`config.mk`:
```
export PLATFORM = sky130hd
export DESIGN_NAME = absm_div
export DESIGN_NICKNAME = d
export VERILOG_FILES = /design/src/rtl/absm_pkg.sv /design/src/rtl/absm_div.sv
export SDC_FILE = /design/constraint.sdc
export NUM_CORES = 1
export LEC_CHECK = 0
export ABC_AREA = 1
export BUFFER_PORTS_ARGS = -buffer_cell sky130_fd_sc_hd__buf_4
export CORE_ASPECT_RATIO = 0.8
export CORE_MARGIN = 2
export CORE_UTILIZATION = 59
export DETAILED_ROUTE_END_ITERATION = 7
export GPL_ROUTABILITY_DRIVEN = 0
export GPL_TIMING_DRIVEN = 0
export PLACE_DENSITY = 0.87
export SYNTH_ARGS = -nofsm -noshare
export SYNTH_HDL_FRONTEND = slang
export SYNTH_SLANG_ARGS = --single-unit
```
`constraint.sdc`:
```
create_clock -name clock -period 8.7 [get_ports clock]
set_input_delay 0.87 -clock clock [delete_from_list [all_inputs] [get_ports clock]]
set_output_delay 0.87 -clock clock [all_outputs]
set_load 0.03 [all_outputs]
```
`src/rtl/absm_pkg.sv`:
```
`default_nettype none

package absm_pkg;

   // Frame size default and height store geometry
   localparam int unsigned SAMPLES_PER_FRAME_DEF = 256;
   localparam int unsigned HEIGHT_DEPTH          = 256;
   localparam int unsigned IDX_W                 = 8;
   localparam int unsigned BAR_COUNT_W           = 9;

   // Field and register widths
   localparam int unsigned SAMPLE_W   = 16;
   localparam int unsigned SUM_W      = 20;
   localparam int unsigned FILL_W     = 4;
   localparam int unsigned GROUP_W    = 4;
   localparam int unsigned STEPS_W    = 5;
   localparam int unsigned WIN_W      = 13;
   localparam int unsigned HEIGHT_W   = 13;
   localparam int unsigned X_W        = 12;
   localparam int unsigned CSR_INDEX_W = 3;
   localparam int unsigned CSR_DATA_W  = 13;

   // Shared divider geometry
   localparam int unsigned DIVIDEND_W         = 22;
   localparam int unsigned DIVISOR_W          = 9;
   localparam int unsigned DIV_BITS_PER_CYCLE = 4;

   // Register limits and reset values
   localparam logic [GROUP_W-1:0] GROUP_MIN    = 4'd1;
   localparam logic [GROUP_W-1:0] GROUP_MAX    = 4'd10;
   localparam logic [STEPS_W-1:0] STEPS_MAX    = 5'd20;
   localparam logic [WIN_W-1:0]   WIN_MIN      = 13'd1;
   localparam logic [WIN_W-1:0]   WIN_MAX      = 13'd4096;
   localparam logic [GROUP_W-1:0] GROUP_RESET  = 4'd1;
   localparam logic [STEPS_W-1:0] STEPS_RESET  = 5'd10;
   localparam logic [WIN_W-1:0]   WIDTH_RESET  = 13'd640;
   localparam logic [WIN_W-1:0]   HEIGHT_RESET = 13'd480;

   // Register map
   typedef enum logic [CSR_INDEX_W-1:0] {
      CSR_GROUP_WIDTH     = 3'd0,
      CSR_SMOOTHING_STEPS = 3'd1,
      CSR_WINDOW_WIDTH    = 3'd2,
      CSR_WINDOW_HEIGHT   = 3'd3
   } csr_index_type;

   // Bar sequencer states
   typedef enum logic [2:0] {
      ST_IDLE,
      ST_MUL1,
      ST_MUL2,
      ST_SUM,
      ST_DIV_H,
      ST_DIV_W,
      ST_DIV_X,
      ST_OUT
   } absm_state_type;

endpackage

`default_nettype wire

```
`src/rtl/absm_div.sv`:
```
`default_nettype none

// Restoring divider, a few quotient bits per cycle.
// done pulses one cycle; quotient holds until the next start.
module absm_div #(
   parameter int unsigned DIVIDEND_W     = absm_pkg::DIVIDEND_W,
   parameter int unsigned DIVISOR_W      = absm_pkg::DIVISOR_W,
   parameter int unsigned BITS_PER_CYCLE = absm_pkg::DIV_BITS_PER_CYCLE
) (
   input  wire logic                  clock,
   input  wire logic                  reset,
   input  wire logic                  start,
   input  wire logic [DIVIDEND_W-1:0] dividend,
   input  wire logic [DIVISOR_W-1:0]  divisor,
   output logic                       done,
   output logic [DIVIDEND_W-1:0]      quotient
);

   localparam int unsigned NUM_CYCLES = (DIVIDEND_W + BITS_PER_CYCLE - 1) / BITS_PER_CYCLE;
   localparam int unsigned PAD_W      = NUM_CYCLES * BITS_PER_CYCLE;
   localparam int unsigned CNT_W      = $clog2(NUM_CYCLES + 1);

   logic [PAD_W-1:0]     work_ff, work_in;
   logic [DIVISOR_W-1:0] rem_ff, rem_in;
   logic [DIVISOR_W-1:0] dsr_ff;
   logic [CNT_W-1:0]     cnt_ff;
   logic                 busy_ff;
   logic                 done_ff;

   // Several shift-subtract steps per cycle
   always_comb begin
      logic [DIVISOR_W:0]   trial;
      logic [PAD_W-1:0]     w;
      logic [DIVISOR_W-1:0] r;
      w = work_ff;
      r = rem_ff;
      for (int k = 0; k < BITS_PER_CYCLE; k++) begin
         trial = {r, w[PAD_W-1]};
         w = {w[PAD_W-2:0], 1'b0};
         if (trial >= {1'b0, dsr_ff}) begin
            r = DIVISOR_W'(trial - {1'b0, dsr_ff});
            w[0] = 1'b1;
         end else begin
            r = trial[DIVISOR_W-1:0];
         end
      end
      work_in = w;
      rem_in  = r;
   end

   // Control
   always_ff @(posedge clock) begin
      if (reset) begin
         busy_ff <= 1'b0;
         done_ff <= 1'b0;
         cnt_ff  <= '0;
      end else if (start) begin
         busy_ff <= 1'b1;
         done_ff <= 1'b0;
         cnt_ff  <= CNT_W'(NUM_CYCLES);
      end else if (busy_ff) begin
         cnt_ff <= cnt_ff - 1'b1;
         if (cnt_ff == CNT_W'(1)) begin
            busy_ff <= 1'b0;
            done_ff <= 1'b1;
         end else begin
            done_ff <= 1'b0;
         end
      end else begin
         done_ff <= 1'b0;
      end
   end

   // Datapath
   always_ff @(posedge clock) begin
      if (start) begin
         work_ff <= PAD_W'(dividend);
         rem_ff  <= '0;
         dsr_ff  <= divisor;
      end else if (busy_ff) begin
         work_ff <= work_in;
         rem_ff  <= rem_in;
      end
   end

   assign done     = done_ff;
   assign quotient = work_ff[DIVIDEND_W-1:0];

endmodule

`default_nettype wire

```
==> metrics.txt <==
Final Worst Setup Slack 0.886 ns; Worst path most repeated cell nand2_1; run status complete, no violations; Syn Std Cell Area 0.00418 mm2; nets 713; CP endpoint kind flip-flop; GRT Util Overall 0.275; FMAX 128 MHz; unrepaired setup endpoints after global routing no; global-route met3 utilization 0.0493; Residual DRC 0; sequential fraction of the synthesis area 0.299; GRT met1 Usage 0.343; Tmin final 7.81 ns; Core ar. 0.00686 mm2; Slew headroom 0.396; Syn Inst Count 574; first-pass GRT wire length 17.1 mm; post-route ant nets 0; Post-Layout Inst Area 0.00483 mm2; DR WL/cell 14.5 um; Final Max Tran Viols 0; post-synth top area cell edfxtp_1; Setup-failing EPs final 0; GRT overflow 0; CP required 8.89 ns; Main synth FF type edfxtp_1; GR peak layer met2; H-tree depth 2; critical path class flip-flop to flip-flop; number of max-cap violations 0; slowest cell on the critical path edfxtp_1; largest net degree at the start of global routing 25; initial antenna violation count 0; HP Class flip-flop to flip-flop; Mapped Nets 650; hold violation count in the final report 0; Clock Latency Late Sink 0.31 ns; post-CTS setup buffer count 0; post-place setup slack 1.19 ns; dominant cells by area after synthesis edfxtp_1 22%, nand2_1 19%, ha_1 11%; initial core utilization 0.610; slew of the pin with the lowest slew margin 0.906 ns; Rows 27; vias per cell 5.46; ratio of final minimum period to clock period 0.898; CTS tree built; WP data arrival 8.01 ns; Total Wirelength 10.5 mm; crit start category flip-flop; Yosys reg bits 47; CP Max Fanout 10; worst hold margin 0.487 ns; I/O Buffers 56; post-cts sizing count 0; die width 98.1 um; Synth cell types 43; die height 79.3 um; fillers 523; CTS Sinks 47; Avg Cell Area, Syn 7.28 um2; Die ar. 0.00778 mm2; number of synthesized flops with an enable pin 31; Yosys warnings 0; DR pass1 iterations 5; Global Route met2 Usage 0.485; CTS clock-pin slew for the worst setup and hold paths 0.09 ns; vias in the first global route 3820; placed inst area 0.00471 mm2; CTS Hold Buffers Added 0; Final Skew 0.0152 ns; number of clock buffers inserted by TritonCTS 5; synthesis-to-layout area growth 15.4%; crit-path max cell delay 0.48 ns; Vias 3958; Top Ports 57; Post-Route Setup TNS 0 ns; ys async rst share 0; Antenna diodes 0; deepest clock path buffer count 2; top-area cell type share of the netlist area 0.223; HPWL after DPL 8.21 mm; layout cell share with drive strength beyond 1 0.180; root buf cell clkbuf_8; DRT iter0 DRCs 294
==> cells in the mapped netlist (2+ instances only) <==
library cell and number:
inv_1 77, nor2_1 15, nand3_2 2, o21ai_0 13
nor2_8 2, a31oi_1 5, nand4_1 3, nand2_2 6
a21oi_1 23, buf_2 2, xor2_1 14, nand2_1 208
nand3_1 33, a21o_1 4, inv_2 4, nor3_1 5
buf_4 22, xnor2_1 12, buf_6 2, or2_1 6
a21oi_4 2, o21ai_1 3, edfxtp_1 31, fa_1 4
ha_1 38, clkbuf_1 6, dfxtp_1 16
==> worst paths after layout <==
kind,slack (ns),depth (start not counted),to,start
max,0.89,43,rem_ff[6]$_SDFFE_PP0P_,dsr_ff[1]$_DFFE_PP_
min,0.49,2,rem_ff[3]$_SDFFE_PP0P_,rem_ff[3]$_SDFFE_PP0P_
max reg2reg,0.89,43,rem_ff[6]$_SDFFE_PP0P_,dsr_ff[1]$_DFFE_PP_
min reg2reg,0.49,2,rem_ff[3]$_SDFFE_PP0P_,rem_ff[3]$_SDFFE_PP0P_
==> state kept, by name, summed over array words and instances, names as in the netlist <==
| name | cells |
|---|---|
| work_ff | 24 |
| dsr_ff | 9 |
| rem_ff | 9 |
| cnt_ff | 3 |
| busy_ff | 1 |
| done | 1 |
==> final cells by class <==
type	instances	area [um2]	area share
inverter	81	304	0.0630
buffer	32	220	0.0456
multi-input combinational	414	2410	0.498
tap	87	109	0.0226
timing repair buffer	56	420	0.0871
clock inverter	3	47.5	0.00985
sequential	47	1250	0.259
clock buffer	5	68.8	0.0143
==> worst max-delay path: cells and delay by family, from the launching register on <==
family                     cells  cell delay [ns]
and+or+nand+nor               21             2.57
buffers and inverters          7             0.97
AOI/OAI and AO/OA             11             2.34
adders and majority gates      4             1.36
DFF                            1             0.48
==> through the flow <==
stage | util | std cells
3_5_place_dp | 0.687 | 717
2_1_floorplan | - | 574
5_1_grt | 0.704 | 725
4_1_cts | 0.704 | 725
6_report | 0.704 | 725
3_3_place_gp | 0.687 | 717
==> kinds of logic after synthesis <==
group	share of synthesized area
adders and majority gates	0.133
xor gates and xnor gates	0.0545
and+or+nand+nor	0.303
DFF	0.299
buffers and inverters	0.125
AOI/OAI and AO/OA	0.0850
==> layer usage <==
layer  up-vias  part of all wire
li1       1934                 -
met1      1792              0.40
met2       200              0.48
met3        32             0.080
met4         0             0.031
met5         -                 0
==> cells in the final DEF, fill, tap and decap left out, types with 3 or more instances in the layout <==
master    instances
xor2_1           14
inv_2             4
clkbuf_8          5
a21oi_1          23
inv_1            77
nand2_1         208
nand4_1           3
nand2_2           6
dfxtp_1          16
edfxtp_1         31
o21ai_0          13
clkbuf_1          6
buf_4            78
a21o_1            4
o21ai_1           3
nor2_1           15
or2_1             6
ha_1             38
a31oi_1           5
fa_1              4
nor3_1            5
xnor2_1          12
nand3_1          33
Power is not shown: default switching activity piles up to over one toggle a cycle in this logic, so the estimate is an artifact.
